==> src/mlcd_pkg.sv <==
package mlcd_pkg;

  // Panel geometry.
  localparam int LINES          = 96;
  localparam int BYTES_PER_LINE = 12;
  localparam int STORE_DEPTH    = LINES * BYTES_PER_LINE;

  // Store address, sweep bound, line counter and slot counter widths.
  localparam int ADDR_W = (STORE_DEPTH > 1) ? $clog2(STORE_DEPTH) : 1;
  localparam int CNT_W  = $clog2(STORE_DEPTH + 1);
  localparam int LN_W   = $clog2(LINES + 1);
  localparam int SLOT_W = $clog2(BYTES_PER_LINE + 2);

  // Fixed bytes of the serial protocol.
  localparam logic [7:0] BYTE_UPDATE = 8'h80;
  localparam logic [7:0] BYTE_CLEAR  = 8'h20;
  localparam logic [7:0] BYTE_ZERO   = 8'h00;

  typedef enum logic [1:0] {
    CMD_WRITE       = 2'd0,
    CMD_CLEAR_ALL   = 2'd1,
    CMD_CLEAR_RANGE = 2'd2,
    CMD_TICK        = 2'd3
  } cmd_t;

  typedef enum logic [2:0] {
    ST_SWEEP,
    ST_IDLE,
    ST_TICK,
    ST_CLR_HEAD,
    ST_CLR_TAIL
  } state_t;

  // Position within the refresh frame: opening byte, line slots, closing byte.
  typedef enum logic [1:0] {
    PH_HEAD,
    PH_BODY,
    PH_TAIL
  } phase_t;

  // Access to the frame store from the sequencer.
  typedef struct packed {
    logic              we;
    logic [ADDR_W-1:0] waddr;
    logic [7:0]        wdata;
    logic [ADDR_W-1:0] raddr;
  } store_req_t;

  // Mirror all eight bits of a byte.
  function automatic logic [7:0] mirror8(input logic [7:0] v);
    logic [7:0] r;
    for (int b = 0; b < 8; b++) begin
      r[7-b] = v[b];
    end
    return r;
  endfunction

endpackage

==> src/mlcd_ctrl.sv <==
module mlcd_ctrl import mlcd_pkg::*; (
  input  logic        clk,
  input  logic        rst_n,
  input  logic        in_valid,
  output logic        in_stall,
  input  logic [1:0]  in_command,
  input  logic [6:0]  in_line,
  input  logic [3:0]  in_column,
  input  logic [7:0]  in_data,
  input  logic [6:0]  in_stop_line,
  output logic        out_valid,
  input  logic        out_stall,
  output logic [7:0]  out_spi_byte,
  output logic        out_frame_start,
  output logic        out_last,
  output store_req_t  store_req,
  input  logic [7:0]  store_rdata
);

  state_t            state_r, state_nxt;
  logic [CNT_W-1:0]  sweep_addr_r, sweep_addr_nxt;
  logic [CNT_W-1:0]  sweep_end_r, sweep_end_nxt;
  phase_t            phase_r, phase_nxt;
  logic [LN_W-1:0]   ln_r, ln_nxt;
  logic [SLOT_W-1:0] slot_r, slot_nxt;
  logic [ADDR_W-1:0] frm_addr_r, frm_addr_nxt;
  logic              out_valid_r, out_valid_nxt;
  logic [7:0]        out_byte_r;
  logic              out_fs_r;
  logic              out_last_r;

  cmd_t              cmd;
  logic              out_free;
  logic              load;
  logic [7:0]        ld_byte;
  logic              ld_fs;
  logic              ld_last;
  logic              wr_in_range;
  logic [ADDR_W-1:0] wr_addr;
  logic [LN_W-1:0]   stop_lim;

  assign cmd      = cmd_t'(in_command);
  assign out_free = !out_valid_r || !out_stall;
  assign in_stall = (state_r != ST_IDLE);

  // Decode of a byte write and of a clear range.
  always_comb begin
    wr_in_range = (int'(in_line) < LINES) && (int'(in_column) < BYTES_PER_LINE);
    wr_addr     = ADDR_W'(int'(in_line) * BYTES_PER_LINE + int'(in_column));
    if (int'(in_stop_line) > LINES) begin
      stop_lim = LN_W'(LINES);
    end else begin
      stop_lim = LN_W'(in_stop_line);
    end
  end

  // Sequencer: next state, store access and result generation.
  always_comb begin
    state_nxt      = state_r;
    sweep_addr_nxt = sweep_addr_r;
    sweep_end_nxt  = sweep_end_r;
    phase_nxt      = phase_r;
    ln_nxt         = ln_r;
    slot_nxt       = slot_r;
    frm_addr_nxt   = frm_addr_r;
    store_req.we    = 1'b0;
    store_req.waddr = '0;
    store_req.wdata = BYTE_ZERO;
    store_req.raddr = frm_addr_r;
    load    = 1'b0;
    ld_byte = BYTE_ZERO;
    ld_fs   = 1'b0;
    ld_last = 1'b0;

    unique case (state_r)
      ST_SWEEP: begin
        // Zero one store byte per cycle.
        store_req.we    = 1'b1;
        store_req.waddr = sweep_addr_r[ADDR_W-1:0];
        if (sweep_addr_r == sweep_end_r - CNT_W'(1)) begin
          state_nxt = ST_IDLE;
        end else begin
          sweep_addr_nxt = sweep_addr_r + CNT_W'(1);
        end
      end

      ST_IDLE: begin
        if (in_valid) begin
          unique case (cmd)
            CMD_WRITE: begin
              if (wr_in_range) begin
                store_req.we    = 1'b1;
                store_req.waddr = wr_addr;
                store_req.wdata = in_data;
              end
            end
            CMD_CLEAR_ALL: begin
              state_nxt      = ST_CLR_HEAD;
              sweep_addr_nxt = '0;
              sweep_end_nxt  = CNT_W'(STORE_DEPTH);
              phase_nxt      = PH_HEAD;
              ln_nxt         = '0;
              slot_nxt       = '0;
              frm_addr_nxt   = '0;
            end
            CMD_CLEAR_RANGE: begin
              if (int'(in_line) < int'(stop_lim)) begin
                state_nxt      = ST_SWEEP;
                sweep_addr_nxt = CNT_W'(int'(in_line) * BYTES_PER_LINE);
                sweep_end_nxt  = CNT_W'(int'(stop_lim) * BYTES_PER_LINE);
              end
            end
            CMD_TICK: begin
              state_nxt = ST_TICK;
            end
          endcase
        end
      end

      ST_TICK: begin
        // The registered read holds the store byte at the frame address.
        if (out_free) begin
          load      = 1'b1;
          state_nxt = ST_IDLE;
          unique case (phase_r)
            PH_HEAD: begin
              ld_byte      = BYTE_UPDATE;
              ld_fs        = 1'b1;
              phase_nxt    = PH_BODY;
              ln_nxt       = '0;
              slot_nxt     = '0;
              frm_addr_nxt = '0;
            end
            PH_BODY: begin
              if (slot_r == '0) begin
                ld_byte = mirror8(8'(ln_r) + 8'd1);
              end else if (int'(slot_r) <= BYTES_PER_LINE) begin
                ld_byte      = ~store_rdata;
                frm_addr_nxt = frm_addr_r + ADDR_W'(1);
              end else begin
                ld_byte = BYTE_ZERO;
              end
              if (slot_r == SLOT_W'(BYTES_PER_LINE + 1)) begin
                slot_nxt = '0;
                if (ln_r == LN_W'(LINES - 1)) begin
                  phase_nxt = PH_TAIL;
                end else begin
                  ln_nxt = ln_r + LN_W'(1);
                end
              end else begin
                slot_nxt = slot_r + SLOT_W'(1);
              end
            end
            PH_TAIL: begin
              ld_byte   = BYTE_ZERO;
              ld_last   = 1'b1;
              phase_nxt = PH_HEAD;
            end
            default: begin
              phase_nxt = PH_HEAD;
            end
          endcase
        end
      end

      ST_CLR_HEAD: begin
        if (out_free) begin
          load      = 1'b1;
          ld_byte   = BYTE_CLEAR;
          ld_fs     = 1'b1;
          state_nxt = ST_CLR_TAIL;
        end
      end

      ST_CLR_TAIL: begin
        // The sweep bounds were set when the clear was taken.
        if (out_free) begin
          load      = 1'b1;
          ld_byte   = BYTE_ZERO;
          ld_last   = 1'b1;
          state_nxt = ST_SWEEP;
        end
      end

      default: begin
        state_nxt = ST_IDLE;
      end
    endcase

    out_valid_nxt = load || (out_valid_r && out_stall);
  end

  // Control registers; the store is cleared by a sweep after reset.
  always_ff @(posedge clk) begin
    if (!rst_n) begin
      state_r      <= ST_SWEEP;
      sweep_addr_r <= '0;
      sweep_end_r  <= CNT_W'(STORE_DEPTH);
      phase_r      <= PH_HEAD;
      ln_r         <= '0;
      slot_r       <= '0;
      frm_addr_r   <= '0;
      out_valid_r  <= 1'b0;
    end else begin
      state_r      <= state_nxt;
      sweep_addr_r <= sweep_addr_nxt;
      sweep_end_r  <= sweep_end_nxt;
      phase_r      <= phase_nxt;
      ln_r         <= ln_nxt;
      slot_r       <= slot_nxt;
      frm_addr_r   <= frm_addr_nxt;
      out_valid_r  <= out_valid_nxt;
    end
  end

  // Output word register.
  always_ff @(posedge clk) begin
    if (load) begin
      out_byte_r <= ld_byte;
      out_fs_r   <= ld_fs;
      out_last_r <= ld_last;
    end
  end

  assign out_valid       = out_valid_r;
  assign out_spi_byte    = out_byte_r;
  assign out_frame_start = out_fs_r;
  assign out_last        = out_last_r;

endmodule

==> config.mk <==
export PLATFORM = sky130hd
export DESIGN_NAME = mlcd_ctrl
export DESIGN_NICKNAME = d
export VERILOG_FILES = /design/src/mlcd_pkg.sv /design/src/mlcd_ctrl.sv
export SDC_FILE = /design/constraint.sdc
export NUM_CORES = 1
export LEC_CHECK = 0
export BUFFER_PORTS_ARGS = -buffer_cell sky130_fd_sc_hd__clkbuf_2
export CAP_MARGIN = 15
export CORE_MARGIN = 2
export CORE_UTILIZATION = 47
export DETAILED_ROUTE_END_ITERATION = 8
export PLACE_DENSITY_LB_ADDON = 0.05
export SYNTH_ARGS = -nofsm -noshare
export SYNTH_HDL_FRONTEND = slang
export SYNTH_SLANG_ARGS = --single-unit
==> constraint.sdc <==
create_clock -name clk -period 3.05 [get_ports clk]
set_input_delay 0.61 -clock clk [delete_from_list [all_inputs] [get_ports clk]]
set_output_delay 0.61 -clock clk [all_outputs]
set_load 0.01 [all_outputs]
==> results of run 1 <==
-- power groups by stage --
| stage | registers (mW) | logic [mW] | clock network (mW) |
|---|---|---|---|
| floorplan | 0.798 | 0.179 | 0 |
| global placement | 0.801 | 0.315 | 0 |
| detailed placement | 0.801 | 0.321 | 0 |
| CTS | 0.784 | 0.353 | 0.612 |
| global route | 0.784 | 0.411 | 0.654 |
| finish | 0.784 | 0.376 | 0.607 |
-- layer usage --
metal / wire [um] / global-route usage / share of wire / up-vias
met1: 5280 / 0.308 / 0.46 / 1991
met4: 162 / 0.0790 / 0.014 / 0
met2: 5690 / 0.392 / 0.49 / 104
met5: 0 / 0 / 0 / -
met3: 471 / 0.0312 / 0.041 / 13
li1: - / - / - / 2167
-- path summary, 6_finish.rpt --
| check | slack (ns) | start | to | depth (start not counted) |
|---|---|---|---|---|
| max | -0.22 | in_line[1] | store_req[29] | 11 |
| min reg2reg | 0.50 | sweep_end_r[3] | sweep_end_r[3] | 2 |
| min | 0.50 | sweep_end_r[3] | sweep_end_r[3] | 2 |
| max reg2reg | 0.37 | sweep_end_r[2] | sweep_addr_r[5] | 9 |
-- kinds of logic after synthesis --
logic type	Yosys count	synth area share
AOI/OAI and AO/OA	134	0.214
xor gates and xnor gates	48	0.0955
adders and majority gates	30	0.0904
buffers and inverters	51	0.0463
DFF	58	0.287
muxes	6	0.0142
and+or+nand+nor	211	0.253
-- worst max-delay path, cell delays in order --
cell and delay, ns:
clkbuf_16 0.13, ha_4 0.16, fa_2 0.36, a21o_1 0.19
a311oi_1 0.22, o21bai_1 0.10, xor2_1 0.20, nor4b_4 0.24
xor2_1 0.17, a22o_1 0.15, buf_2 0.13
-- state kept, by name (all words and copies together), names as in the netlist --
name / count
sweep_end_r: 9
ln_r: 7
out_frame_start: 1
out_spi_byte: 8
state_r: 3
slot_r: 4
frm_addr_r: 11
phase_r: 2
sweep_addr_r: 11
out_last: 1
out_valid: 1
-- layout by cell type (no fill, tap or decap), types with 9 or more instances in the layout --
cell type  instances
clkbuf_2          76
nand2_1           59
dfxtp_1           48
buf_4             44
a21oi_1           38
nor2_1            32
nand3_1           26
ha_1              24
xor2_1            23
xnor2_1           21
inv_1             17
o21ai_0           16
and2_1            14
nor3_1            13
nor2b_1           11
a22o_1            10
clkbuf_8          10
edfxtp_1          10
and3_1             9
-- through the flow --
| stage | area [sq um] | util |
|---|---|---|
| floorplan | 4430 | - |
| global placement | 5200 | 0.568 |
| detailed placement | 5200 | 0.568 |
| CTS | 5470 | 0.597 |
| global route | 5530 | 0.604 |
| finish | 5530 | 0.604 |
-- cell type report --
cell class	count	share of cell area
timing repair buffer	130	0.149
tap	111	0.0251
clock buffer	11	0.0238
clock inverter	5	0.00566
sequential	58	0.228
multi-input combinational	429	0.555
inverter	20	0.0136
-- repair_timing --
action | 4_1_cts | 5_1_grt
hold endpoints to repair | 0 | 0
setup endpoints to repair | 4 | 5
setup buffers | 1 | 3
pin swaps | 14 | 7
gates resized for setup | 18 | 13
==> qor.yml, run 1 <==
critical_path:
  cp-start-kind: "input port"
  critPathKind: "input port to output pin"
  critPathMaxFanout: 4
  worst_ep_required_time_ns: 2.44
  cp.arrival_ns: 2.66
  endpoint_kind: "output pin"
finish:
  syn2layout_area_growth_pct: 25.6
  drive_gt1_frac: 0.277
  fin_cells: 764
  regArea_sq_um: 1260
  antenna_cells: 0
  fin_nets: 718
  fillCellCount: 853
  multi_input_area_sq_um: 3070
cts:
  numClockSinks: 58
  cts_max_level: 3
  root_buffer: "clkbuf_8"
  insertion_delay_ns: 0.35
  clock_path_buffers: 2
  cts_tree: "yes"
  hold_buffers: 0
  clk_pin_slew_ns: 0.06
  numCtsBuffers: 9
pwr:
  combinationalPowerShare: 0.213
  intPower_mw: 1.26
  vdd_drop_max_mv: 0.168
  power.net_switching_mw: 0.505
  clock_power_share: 0.344
  switching_share: 0.286
  p_seq_frac: 0.444
  p_total_mw: 1.77
  p_leak_nw: 2.34
  p_per_area_nw_per_um2: 320
placed_design:
  port_buffers: 82
  place_congestion: 0.885
  dp_hpwl_um: 8920
  pre_cts_ws_ns: -0.346
  placed_cells: 744
flow_run:
  max-cap-violations: 0
timing:
  timing.slew.headroom: 0.347
  fin_crit_ns: 3.27
  grt_setup_unrepaired: "yes"
  setup_viol: 4
  setup_ws_ns: -0.218
  max_clock_freq_mhz: 306
  finalClockSkew_ns: 0.0109
  worstMarginPinSlew_ns: 0.972
  hold_slack_ns: 0.498
  hold_violations: 0
  fin_setup_tns_ns: -0.650
  slew_viol_final: 0
  period_share: 1.07
logic_synthesis:
  syn-cell-area_sq_um: 4400
  synthArstFlopShare: 0
  seq_area_frac_synth: 0.287
  postSynthCellCount: 538
  synth_top_cell_by_area: "dfxtp_1"
  synth_most_common_cell: "nand2_1"
  synthTopCellsByArea: "dfxtp_1 22%, ha_1 7.7%, edfxtp_1 6.8%"
  synth_enable_flop_cells: 10
  netlist_top_cells_count: "61 x nand2_1, 48 x dfxtp_1, 40 x a21oi_1"
  syn-num-nets: 608
  yosys.area.top_type_share: 0.218
  ys_ff_latch: 58
  ys_types: 72
  yosysWarnings: 0
  syn_avg_cell_area_sq_um: 8.18
  yosys_most_used_dff: "dfxtp_1"
run_status:
  violations: "setup timing"
  outcome: "finished with violations"
detailed_routing:
  vias_per_cell: 5.60
  first_pass_iters: 4
  first_iter_violations: 198
  vias: 4275
  wl_um: 11600
  ant_nets: 0
  wl_per_cell_um: 15.2
  drc: 0
floorplanning:
  core_sq_um: 9150
  die-area_sq_um: 10200
  pin_count: 83
  die_height_um: 101
  fp-row-count: 35
  die_width_um: 101
  start_util: 0.481
grt:
  grt_pass1_wl_um: 19000
  gr-total-overflow: 0
  grt_max_degree: 26
  grt.total_usage: 0.233
  antenna_found_initial: 0
  grt_pass1_vias: 3971
hold_path:
  hp-class: "flop to flop"
No activity file was read; power rests on OpenSTA's default activity.
==> run 2: changes to the inputs <==
CORE_UTILIZATION = 51   (was 47)
==> qor.yml, run 2 (same netlist as run 1, synthesis figures left out) <==
critical_path:
  r2r-end: "sweep_addr_r[5]"
  cp-endpoint: "store_req[29]"
  slowest_delay_ns: 0.34
  worst_ep_required_time_ns: 2.44
  reg2reg_from: "sweep_end_r[2]"
  crit_buf_inv: 2
  worst-r2r-cell-count: 9
  cp-start-kind: "input port"
  r2r_setup_slack_ns: 0.35
  endpoint_kind: "output pin"
  critPathTopFamily: "compound AO/OA/AOI/OAI gates"
  cp.arrival_ns: 2.65
  cpMaxStageDelayCell: "fa_2"
  critPathMaxFanout: 4
  cp_cell_sequence: "clkbuf_16, ha_4, fa_2, a21o_1, a21oi_2, xnor2_2, nand2_2, nor4b_4, xor2_1, a22o_1, buf_2"
  critPathKind: "input port to output pin"
  worstSetupStartpoint: "in_line[1]"
  cp_num_cells: 11
pwr:
  p_per_area_nw_per_um2: 343
  p_total_mw: 1.90
  p_leak_nw: 2.37
  vdd_drop_max_mv: 0.169
timing:
  max_clock_freq_mhz: 307
  setup_viol: 4
  hold_slack_ns: 0.507
  hold_violations: 0
  timing.slew.headroom: 0.337
  period_share: 1.07
  finalClockSkew_ns: 0.00763
  fin_setup_tns_ns: -0.633
  worstMarginPinSlew_ns: 0.987
  fin_crit_ns: 3.26
  grt_setup_unrepaired: "yes"
  slew_viol_final: 0
  setup_ws_ns: -0.212
detailed_routing:
  ant_nets: 0
  vias: 4414
  vias_per_cell: 5.83
  first_pass_iters: 5
  top_layer_used: "met4"
  wl_met3_um: 615
  first_iter_violations: 256
  met1_length_um: 5120
  wl_per_cell_um: 15.2
  wl_um: 11500
  wl_met2_um: 5550
  drc: 0
finish:
  fin_nets: 717
  antenna_cells: 0
  design_area_sq_um: 5540
  syn2layout_area_growth_pct: 25.9
  fin_cells: 757
  drive_gt1_frac: 0.276
  reg_top3: "frm_addr_r x11, sweep_addr_r x11, sweep_end_r x9"
  final_util: 0.667
  final_common_cell: "clkbuf_2"
  final_cell_mix: "75 x clkbuf_2, 59 x nand2_1, 48 x dfxtp_1"
grt:
  antenna_found_initial: 0
  grt_max_degree: 27
  gr-total-overflow: 0
  grt_pass1_vias: 4121
  grt_pass1_wl_um: 19100
  grt.total_usage: 0.241
placed_design:
  dpl_cell_area_sq_um: 5180
  place_congestion: 0.864
  placed_cells: 737
  port_buffers: 82
  dp_hpwl_um: 8610
  pre_cts_ws_ns: -0.384
floorplanning:
  die_width_um: 96.9
  fp-row-count: 33
  pin_count: 83
  die_height_um: 96.9
  die-area_sq_um: 9390
  start_util: 0.530
  core_sq_um: 8300
cts:
  clock_path_buffers: 2
  cts_max_level: 3
  clk_pin_slew_ns: 0.06
  numClockSinks: 58
  cts_tree: "yes"
  insertion_delay_ns: 0.34
  numCtsBuffers: 9
  root_buffer: "clkbuf_8"
run_status:
  violations: "setup timing"
  outcome: "finished with violations"
flow_run:
  max-cap-violations: 0
hold_path:
  hp-class: "flop to flop"
-- run 2: changes by cell type in the layout (fill, tap and decap cells not counted), moves of 2 or more --
cell        previous run  this run
clkbuf_8              10        12
ha_4                   3         1
ha_1                  24        26
clkinv_2               1         3
clkbuf_1               2         0
clkinvlp_4             3         0
-- run 2: worst min path at each step --
stage	slack, ns	endpoint	start	cells past startpoint
2_1_floorplan	0.46	sweep_addr_r[1]	sweep_addr_r[1]	2
3_3_place_gp	0.48	sweep_end_r[3]	sweep_end_r[3]	2
3_5_place_dp	0.49	sweep_end_r[3]	sweep_end_r[3]	2
4_1_cts	0.50	sweep_end_r[3]	sweep_end_r[3]	2
5_1_grt	0.54	sweep_addr_r[1]	sweep_addr_r[1]	2
6_report	0.51	sweep_end_r[3]	sweep_end_r[3]	2
-- run 2: worst min-delay path, delay by kind of cell, from the launching register on --
| family | cells | cell delay, ns |
|---|---|---|
| flops | 1 | 0.34 |
| simple gates | 1 | 0.07 |
| compound gates | 1 | 0.05 |
-- run 2: layer usage --
| layer | vias up | track usage |
|---|---|---|
| met4 | 0 | 0.0758 |
| met1 | 2080 | 0.314 |
| met3 | 20 | 0.0405 |
| met2 | 143 | 0.408 |
| li1 | 2171 | - |
| met5 | - | 0 |
-- run 2: power breakdown --
group,switching (mW),total (mW),internal [mW]
Combinational,0.185,0.373,0.188
Clock,0.326,0.744,0.418
Sequential,0.00542,0.784,0.778
Total,0.517,1.90,1.38
-- run 2: cell type report --
type | instances | area, sq um
Multi-Input combinational cell | 429 | 3050
Fill cell | 715 | 2760
Sequential cell | 58 | 1260
Timing Repair Buffer | 129 | 822
Clock buffer | 11 | 151
Tap cell | 105 | 131
Inverter | 20 | 75.1
Clock inverter | 5 | 51.3
-- run 2: what timing repair did --
item	in CTS	in global routing
endpoints found under the setup margin	5	5
setup buffers	1	4
pin swaps	10	10
hold buffers	0	0
resized for setup	15	13
